<file path="config.mk">
export PLATFORM = sky130hd
export DESIGN_NAME = greedy_line_folder_top
export DESIGN_NICKNAME = d
export VERILOG_FILES = /design/src/rtl/core/glf_pkg.sv /design/src/rtl/core/glf_outq.sv /design/src/rtl/core/greedy_line_folder_top.sv
export SDC_FILE = /design/constraint.sdc
export NUM_CORES = 1
export LEC_CHECK = 0
export BUFFER_PORTS_ARGS = -buffer_cell sky130_fd_sc_hd__buf_2
export CORE_MARGIN = 1
export CORE_UTILIZATION = 65
export CTS_BUF_LIST = sky130_fd_sc_hd__clkbuf_2
export CTS_CLUSTER_DIAMETER = 150
export DETAILED_ROUTE_END_ITERATION = 8
export GPL_ROUTABILITY_DRIVEN = 0
export GPL_TIMING_DRIVEN = 0
export HOLD_SLACK_MARGIN = 0.03
export PLACE_DENSITY_LB_ADDON = 0.12
export SLEW_MARGIN = 20
export SYNTH_ARGS = -nofsm -noshare
export SYNTH_HDL_FRONTEND = slang
export SYNTH_HIERARCHICAL = 1
export SYNTH_SLANG_ARGS = --single-unit
</file>
<file path="constraint.sdc">
create_clock -name clk -period 3.9 [get_ports clk]
set_clock_uncertainty 0.05 [all_clocks]
set_input_delay 0.39 -clock clk [delete_from_list [all_inputs] [get_ports clk]]
set_output_delay 0.39 -clock clk [all_outputs]
set_load 0.005 [all_outputs]
</file>
<file path="src/rtl/core/glf_pkg.sv">
// Shared constants and types for the greedy line folder.
// Used by the output queue and the top level; depends on nothing else.
`default_nettype none

package glf_pkg;

	// Characters per output line before a fold.
	localparam int LINE_WIDTH = 32;

	// Line store address width; the store is a ring of 2**STORE_AW entries.
	localparam int STORE_AW = (LINE_WIDTH > 1) ? $clog2(LINE_WIDTH) : 1;

	// Width of a character count that can hold LINE_WIDTH itself.
	localparam int CNT_W = $clog2(LINE_WIDTH + 1);

	localparam logic [7:0] CH_SPACE   = 8'd32;
	localparam logic [7:0] CH_TAB     = 8'd9;
	localparam logic [7:0] CH_NEWLINE = 8'd10;

	// One result on its way to the output channel.
	typedef struct packed {
		logic [7:0] char_out;
		logic       last_of_run;
	} out_item_t;

endpackage

`default_nettype wire

</file>
<file path="src/rtl/core/glf_outq.sv">
// Two-entry output queue of the greedy line folder; the head entry drives the port.
// Depends on glf_pkg for the result item type.
`default_nettype none

module glf_outq import glf_pkg::*; (
	input  wire logic      clk,
	input  wire logic      arst_n,
	input  wire logic      push,
	input  wire out_item_t push_item,
	input  wire logic      pop,
	output logic [1:0]     count,
	output out_item_t      head_item
);

	logic [1:0] count_q;
	logic [1:0] count_d;
	out_item_t  head_q;
	out_item_t  skid_q;
	out_item_t  head_d;
	out_item_t  skid_d;

	always_comb begin
		count_d = count_q;
		head_d  = head_q;
		skid_d  = skid_q;
		case (count_q)
			2'd0: begin
				if (push) begin
					head_d  = push_item;
					count_d = 2'd1;
				end
			end
			2'd1: begin
				if (push && pop) begin
					head_d = push_item;
				end else if (push) begin
					skid_d  = push_item;
					count_d = 2'd2;
				end else if (pop) begin
					count_d = 2'd0;
				end
			end
			2'd2: begin
				if (pop) begin
					head_d = skid_q;
					if (push) begin
						skid_d = push_item;
					end else begin
						count_d = 2'd1;
					end
				end
			end
			default: begin
				count_d = 2'd0;
			end
		endcase
	end

	always_ff @(posedge clk or negedge arst_n) begin
		if (!arst_n) begin
			count_q <= 2'd0;
		end else begin
			count_q <= count_d;
		end
	end

	always_ff @(posedge clk) begin
		head_q <= head_d;
		skid_q <= skid_d;
	end

	assign count     = count_q;
	assign head_item = head_q;

endmodule

`default_nettype wire

</file>
<file path="src/rtl/core/greedy_line_folder_top.sv">
// Top level of the greedy word-wrap line folder: ring line store, fold control, emit sequencer.
// Depends on glf_pkg and instantiates glf_outq.
//
// Usage:
//   The slave stream takes one transaction per input item: s_axis_tdata carries a character
//   byte and s_axis_tuser marks end of stream. Ordinary characters go into a ring-shaped line
//   store and are taken while no line is being emitted. When the line reaches LINE_WIDTH characters, the text up to
//   and including the last space or tab (or the whole line when there is none) is emitted,
//   followed by a newline; the remainder stays in place and the ring head simply moves past
//   the emitted part, so nothing is copied. A newline input, or end of stream with buffered
//   text, emits the buffer and one newline. End of stream on an empty buffer emits nothing.
//   The master stream carries one transaction per result: m_axis_tdata is the byte and
//   m_axis_tlast marks the final result caused by one input item.
//   Throughput: while emitting, one result leaves per cycle when the receiver is ready; the
//   single read port of the line store sets that pace. An item that emits anything keeps
//   the input closed until the sequencer has issued its newline; the first result
//   passes through the store read register and then the output queue register.
//   When the receiver stalls, reads stop as soon as the two-entry output queue and the read
//   in flight would fill it, and resume without losing or repeating a byte.
//   Reset clears the fill count, blank tracking, ring head and sequencer; the store contents
//   are left as they are and are only read after being written.
`default_nettype none

module greedy_line_folder_top import glf_pkg::*; (
	input  wire logic       clk,
	input  wire logic       arst_n,
	input  wire logic       s_axis_tvalid,
	output logic            s_axis_tready,
	input  wire logic [7:0] s_axis_tdata,  // [7:0] char_in
	input  wire logic       s_axis_tuser,  // [0] end_of_stream
	output logic            m_axis_tvalid,
	input  wire logic       m_axis_tready,
	output logic [7:0]      m_axis_tdata,  // [7:0] char_out
	output logic            m_axis_tlast
);

	typedef enum logic [1:0] {
		ST_IDLE,
		ST_EMIT,
		ST_NL
	} state_t;

	state_t              state_q;
	logic [STORE_AW-1:0] head_q;
	logic [CNT_W-1:0]    fill_q;
	logic                seen_q;
	logic [STORE_AW-1:0] bidx_q;
	logic [STORE_AW-1:0] rd_ptr_q;
	logic [CNT_W-1:0]    rd_left_q;
	logic                pend_s1;
	logic                pend_nl_s1;
	logic [7:0]          rd_data_s1;

	logic [7:0] store_mem [2**STORE_AW];

	logic                in_acc;
	logic                is_nl_in;
	logic                is_char;
	logic                is_flush;
	logic                is_blank;
	logic [STORE_AW-1:0] wr_addr;
	logic [CNT_W-1:0]    fill_inc;
	logic                line_full;
	logic                seen_new;
	logic [STORE_AW-1:0] bidx_new;
	logic [CNT_W-1:0]    keep_cnt;
	logic [CNT_W-1:0]    fold_cnt;
	logic                q_pop;
	logic [1:0]          q_count;
	logic [2:0]          q_occ;
	logic                issue;
	out_item_t           push_item;
	out_item_t           head_item;

	assign s_axis_tready = (state_q == ST_IDLE);
	assign in_acc        = s_axis_tvalid && s_axis_tready;
	assign is_nl_in      = !s_axis_tuser && (s_axis_tdata == CH_NEWLINE);
	assign is_char       = !s_axis_tuser && !is_nl_in;
	assign is_flush      = is_nl_in || (s_axis_tuser && (fill_q != '0));
	assign is_blank      = (s_axis_tdata == CH_SPACE) || (s_axis_tdata == CH_TAB);

	// The ring wraps at 2**STORE_AW, which is never less than the line width.
	assign wr_addr   = head_q + fill_q[STORE_AW-1:0];
	assign fill_inc  = fill_q + CNT_W'(1);
	assign line_full = (fill_inc == CNT_W'(LINE_WIDTH));
	assign seen_new  = seen_q || is_blank;
	assign bidx_new  = is_blank ? fill_q[STORE_AW-1:0] : bidx_q;
	assign keep_cnt  = CNT_W'(LINE_WIDTH - 1) - CNT_W'(bidx_new);
	assign fold_cnt  = seen_new ? (CNT_W'(bidx_new) + CNT_W'(1)) : CNT_W'(LINE_WIDTH);

	// A read may start when the queue, counting the read in flight and this cycle's
	// departure, still has a free entry for its data.
	assign q_pop = m_axis_tvalid && m_axis_tready;
	assign q_occ = 3'(q_count) + 3'(pend_s1) - 3'(q_pop);
	assign issue = (q_occ < 3'd2) && ((state_q == ST_EMIT) || (state_q == ST_NL));

	always_ff @(posedge clk) begin
		if (in_acc && is_char) begin
			store_mem[wr_addr] <= s_axis_tdata;
		end
		rd_data_s1 <= store_mem[rd_ptr_q];
	end

	always_ff @(posedge clk or negedge arst_n) begin
		if (!arst_n) begin
			state_q    <= ST_IDLE;
			head_q     <= '0;
			fill_q     <= '0;
			seen_q     <= 1'b0;
			bidx_q     <= '0;
			rd_ptr_q   <= '0;
			rd_left_q  <= '0;
			pend_s1    <= 1'b0;
			pend_nl_s1 <= 1'b0;
		end else begin
			pend_s1    <= issue;
			pend_nl_s1 <= (state_q == ST_NL);
			case (state_q)
				ST_IDLE: begin
					if (in_acc && is_char) begin
						if (line_full) begin
							// Fold: emit through the last blank, keep the rest in place.
							rd_ptr_q  <= head_q;
							rd_left_q <= fold_cnt;
							head_q    <= seen_new ? (head_q + bidx_new + STORE_AW'(1)) : head_q;
							fill_q    <= seen_new ? keep_cnt : '0;
							seen_q    <= 1'b0;
							bidx_q    <= '0;
							state_q   <= ST_EMIT;
						end else begin
							fill_q <= fill_inc;
							seen_q <= seen_new;
							bidx_q <= bidx_new;
						end
					end else if (in_acc && is_flush) begin
						rd_ptr_q  <= head_q;
						rd_left_q <= fill_q;
						fill_q    <= '0;
						seen_q    <= 1'b0;
						bidx_q    <= '0;
						state_q   <= (fill_q != '0) ? ST_EMIT : ST_NL;
					end
				end
				ST_EMIT: begin
					if (issue) begin
						rd_ptr_q  <= rd_ptr_q + STORE_AW'(1);
						rd_left_q <= rd_left_q - CNT_W'(1);
						if (rd_left_q == CNT_W'(1)) begin
							state_q <= ST_NL;
						end
					end
				end
				ST_NL: begin
					if (issue) begin
						state_q <= ST_IDLE;
					end
				end
				default: begin
					state_q <= ST_IDLE;
				end
			endcase
		end
	end

	// The newline is the last result of every run that emits anything.
	assign push_item.char_out    = pend_nl_s1 ? CH_NEWLINE : rd_data_s1;
	assign push_item.last_of_run = pend_nl_s1;

	glf_outq u_outq (
		.clk       (clk),
		.arst_n    (arst_n),
		.push      (pend_s1),
		.push_item (push_item),
		.pop       (q_pop),
		.count     (q_count),
		.head_item (head_item)
	);

	assign m_axis_tvalid = (q_count != 2'd0);
	assign m_axis_tdata  = head_item.char_out;
	assign m_axis_tlast  = head_item.last_of_run;

	a_fill_below_width: assert property (@(posedge clk) disable iff (!arst_n)
		fill_q < CNT_W'(LINE_WIDTH))
		else $error("line store fill count reached the line width");

	a_blank_inside_line: assert property (@(posedge clk) disable iff (!arst_n)
		seen_q |-> (CNT_W'(bidx_q) < fill_q))
		else $error("remembered blank lies outside the buffered text");

	a_emit_has_work: assert property (@(posedge clk) disable iff (!arst_n)
		(state_q == ST_EMIT) |-> (rd_left_q != '0))
		else $error("emit sequencer running with nothing left to read");

	a_queue_no_overflow: assert property (@(posedge clk) disable iff (!arst_n)
		pend_s1 |-> ((q_count != 2'd2) || q_pop))
		else $error("store read data arrived with the output queue full");

endmodule

`default_nettype wire
</file>
# Word-level counts from Yosys, hierarchy flattened

Memories as Yosys holds them, arrays and structs flattened. A register that Yosys moved wholly into a read port is not among the register bits.
Cells that the tools add are included.

Mux-type cells: 48
$lt $le $gt $ge: 1
Equality and inequality tests: 20
Reduce and logical (&&, ||, !) cells: 30
Add/subtract/negate cells: 10

Operator list:

| cell                  | number |
|---|---|
| $mux W6               | 9 |
| $mux W9               | 6 |
| $mux W5               | 8 |
| $pmux W9 S3           | 1 |
| $mux W2               | 13 |
| $pmux W9 S2           | 1 |
| $eq A8 B4 Y1 const B  | 2 |
| $ne A2 B2 Y1 const B  | 6 |
| $pmux W2 S3           | 2 |
| $pmux W6 S2           | 1 |
| $reduce_and A4 Y1     | 3 |
| $add A5 B1 Y5 const B | 2 |
| $add A5 B5 Y5         | 2 |
| $pmux W5 S2           | 1 |
| $reduce_and A5 Y1     | 2 |
| $logic_and A1 B1 Y1   | 9 |
| $eq A8 B6 Y1 const B  | 1 |
| $mux W8               | 1 |
| $reduce_bool A2 Y1    | 4 |
| $add A5 B1 Y6 const B | 1 |
| $add A6 B1 Y6 const B | 1 |
| $eq A6 B1 Y1 const B  | 1 |
| $eq A6 B6 Y1 const B  | 1 |
| $ne A3 B3 Y1 const B  | 2 |
| other kinds (17)      | 29 |

RAM bits: 256
Register bits: 52
Memories kept: 1

Memories:

| memory    | depth | width | read ports | clocked after memory_dff | wr ports | RTL line                     | RTL |
|---|---|---|---|---|---|---|---|
| store_mem | 32    | 8     | 1          | 1                        | 1        | greedy_line_folder_top.sv:54 | `logic [7:0] store_mem [2**STORE_AW];` |

# Depth between registers and ports, before layout

Depth after elaboration: 8
Mapped depth: 13
Gate-level depth less buffers: 12

# By module

Netlist, hierarchy kept.

By module, submodules not included:

| module                 | cells an instance | times used | area an instance (µm²) | sequential area each (µm²) |
|---|---|---|---|---|
| greedy_line_folder_top | 823               | 1          | 12736.0                | 8648.3 |
| glf_outq               | 45                | 1          | 823.3                  | 590.6 |

# Least setup slack after synthesis

OpenSTA, ideal clock, no wires.

Kind: input to register
Start: input s_axis_tdata[7]
End: register head_q[4]
Setup slack: 0.642 ns
Library setup time: 0.123 ns
Stages on the path: 12
Required time: 3.727 ns
Path buffers: 1
Arrival: 3.085 ns
Cell sequence: or4_1 buf_2 a211oi_4 mux2i_1 ha_1 inv_1 fa_1 a21o_1 a21oi_1 xnor2_1 nand2_1 xnor2_1

Cells in the longest elaborated chain, start to end: 6

Ends and longest elaborated chain:

| item                                                  | RTL line                      | RTL |
|---|---|---|
| start, declared                                       | greedy_line_folder_top.sv:29  | `input wire logic [7:0] s_axis_tdata,` |
| branches (longest 6 deep; another with $add A5 B5 Y5) | --                            |  |
| end signal, assigned                                  | greedy_line_folder_top.sv:125 | `head_q <= seen_new ? (head_q + bidx_new + STORE_AW'(1)) : head_q;` |
| end, declared                                         | greedy_line_folder_top.sv:44  | `logic [STORE_AW-1:0] head_q;` |

Several ways; the timed one is not identified.
A chain may end at the register's enable or synchronous reset.

# Final worst setup path

Start: register fill_q[0]
End: memory store_mem[11][5], enable pin

Cells in the longest elaborated chain, start to end: 1

Ends and longest elaborated chain:

| item                   | RTL line                      | RTL |
|---|---|---|
| start, declared        | greedy_line_folder_top.sv:45  | `logic [CNT_W-1:0] fill_q;` |
| start signal, assigned | greedy_line_folder_top.sv:126 | `fill_q <= seen_new ? keep_cnt : '0;` |
| start signal, assigned | greedy_line_folder_top.sv:131 | `fill_q <= fill_inc;` |
| $add A5 B5 Y5          | greedy_line_folder_top.sv:83  | `assign wr_addr = head_q + fill_q[STORE_AW-1:0];` |
| end, declared          | greedy_line_folder_top.sv:54  |  |

Every way passes these cells.

==> impl_metrics.ini <==
[global_routing]
gr-total-overflow = 0
antenna_found_initial = 1
grt_pass1_wl_um = 46420
track_usage_pct = 29.15
grt_pass1_vias = 8426
grt_start_max_net_pins = 41

[synthesis]
ys_top_cells_by_area = edfxtp_1 61%, mux4_2 6.6%, dfrtp_1 6.3%
synth_top_family_by_area = multiplexers
synth_edf_count = 274
synthMuxAreaShare_pct = 12.07
synth_compound_area_share_pct = 8.213
synth_top_area_cell = edfxtp_1
syn_avg_cell_area_um2 = 15.62
yosysTopAreaCellShare_pct = 60.68
synthesis.instances = 868
synth-seq-area-share_pct = 68.14
synth_simple_gate_area_share_pct = 6.552
synth-xor-area-share_pct = 0.7751
synth_fp_nets = 902
async_flop_share_pct = 10.76
netlist_area_um2 = 13560
synth_fa_ha_area_share_pct = 2.104
ys_ff_latch = 316
post_synth_num_cell_types = 72
synth-main-ff-cell = edfxtp_1
yosys_warnings = 6

[route]
drcViolationCount = 0
firstDrtPassIters = 6
drt_iter0_markers = 832
vias = 8319
drtAntennaViolNets = 0
wire_per_inst_um = 22.94
vias_per_cell = 6.336
routed_wl_um = 30120

[hold_path]
hold_path_end = store_mem[0][2]
hold_class = in -> reg
hold_depth = 1
hold_start = s_axis_tdata[2]

[sta]
holdWs_ns = 0.04171
fin_crit_sh_pct = 93.86
worst_pin_slew_ns = 0.8649
rsz0062_at_grt = false
layout_min_cycle_time_ns = 3.661
finalHoldViolCount = 0
fmax_mhz = 273.2
setup_viol = 0
tns_ns = 0
slew_headroom_pct = 42.13
maxSlewViolCount = 0
setup_slack_ns = 0.2394

[setup_path]
reg2reg_slack_ns = 0.24
reg2reg_depth = 9
critPathKind = reg -> reg
r2r-start = fill_q[0]
required_ns = 4.30
cp-end-kind = flop
cp_max_fo = 9
crit_arrival_ns = 4.06
worstSetupStartpoint = fill_q[0]
startpoint_type = flop
worstReg2RegEnd = store_mem[11][5]

[floorplan]
io_pins = 24
dieArea_um2 = 21440
num_rows = 52
die_w_um = 146.4
initial_utilization_pct = 66.58
fp.coreArea_um2 = 20360
chipHeight_um = 146.4

[final_layout]
syn_to_final_growth_pct = 9.255
drive_gt1_share_pct = 21.59
utilization_pct = 72.75
design_area_um2 = 14810
final_nets = 1016
stdcell_count = 1313

[placement]
place_hpwl_um = 19600
dp_cells = 1161
io_buffers = 23
pre_cts_slack_ns = -0.2397
placement.cell_area_um2 = 14010

[clock_network]
clk_path_buf_depth = 3
clk_pin_slew_worst_paths_ns = 0.11
cts_root_buf = clkbuf_2
ctsResizeCount = 0
cts.sinks = 316
cts_tree = built
htreeDepth = 3
clock_latency_ns = 0.87
numCtsBuffers = 75

[power_and_ir_drop]
p_total_mw = 9.075
power_density_nw_per_um2 = 612.6
leakage_nw = 5.126
ir_drop_uv = 277.1

[run]
cap_violations = 0

[status]
outcome = complete, no violations
## metal layers
layer  wire length (um)  track usage, %  up-vias
li1                   -               -     3681
met4                618           10.10        0
met5                  0               0        -
met2              15040           48.19      445
met3               2403           6.000       66
met1              12060           38.99     4127
## layout by cell type (no fill, tap or decap), types with 18 or more instances in the layout
cell type / instances
edfxtp_1: 274
clkbuf_2: 105
mux2i_1: 60
nand2_1: 54
nor2_1: 54
mux4_2: 40
buf_2: 37
dfrtp_1: 34
o221ai_1: 32
clkinv_1: 28
inv_1: 27
a21oi_1: 27
clkbuf_1: 25
o21ai_0: 24
ha_1: 18
## sequential cells by signal (all words and copies together) (netlist names)
signal,count
state_q,2
fill_q,6
rd_ptr_q,5
u_outq/skid_q,9
store_mem,256
pend_nl_s1,1
pend_s1,1
bidx_q,5
head_q,5
seen_q,1
rd_left_q,6
u_outq/head_item,9
rd_data_s1,8
u_outq/count,2
## kinds of logic after synthesis
group / Yosys count
muxes: 112
DFF: 316
AOI/OAI and AO/OA: 156
buffers and inverters: 72
adders and majority gates: 21
and+or+nand+nor: 179
xor gates and xnor gates: 12
## how the worst max path moves through the flow
stage                     slack, ns               end
after floorplan                0.64         head_q[4]
after global placement        -0.14         head_q[4]
after detailed placement      -0.24         head_q[4]
after CTS                      0.21         head_q[4]
after global routing           0.09  store_mem[13][3]
final                          0.24  store_mem[11][5]
## cells in the mapped netlist, types with 3 or more instances
cell type	instances
a211oi_1	4
a21o_1	5
a21oi_1	27
a2bb2oi_1	4
a31oi_1	5
and2_1	6
buf_1	3
buf_2	14
clkbuf_1	25
dfrtp_1	34
dfxtp_1	8
edfxtp_1	274
fa_1	3
ha_1	18
inv_1	27
mux2_2	11
mux2i_1	60
mux4_2	40
nand2_1	54
nand2b_1	6
nand3_1	10
nand3b_1	7
nand4_1	4
nor2_1	54
nor2b_1	10
nor3_1	5
o21ai_0	24
o21ai_1	14
o21bai_1	3
o221ai_1	32
o22ai_1	10
or2_2	4
xnor2_1	9
xor2_1	3
## worst max-delay path, stage by stage (launching register included)
cell,delay [ns]
dfrtp_1,0.55
ha_1,0.24
inv_1,0.06
fa_1,0.44
inv_1,0.09
a21o_1,0.12
a21oi_1,0.08
xnor2_1,0.53
nand3_1,0.36
nor2_1,0.71
## timing repair
item | CTS | global route
hold buffers | 7 | 0
setup endpoints to repair | 0 | 1
setup buffers | 0 | 7
hold endpoints to repair | 60 | 0
## final cells by class
| class | count | area [um2] |
|---|---|---|
| fill | 1318 | 5550 |
| clock inverter | 32 | 151.4 |
| multi-input combinational | 480 | 4029 |
| clock buffer | 105 | 525.5 |
| sequential | 316 | 9239 |
| tap | 270 | 337.8 |
| buffer | 43 | 182.7 |
| antenna | 1 | 2.502 |
| inverter | 29 | 108.9 |
| timing repair buffer | 37 | 237.7 |
## where the power goes
group	switching, mW	internal (mW)	leakage [nW]
logic	1.77	1.11	1.64
clock network	1.29	0.799	0.508
registers	0.143	3.96	2.98
Note: power is estimated with default switching activity, not from simulation.
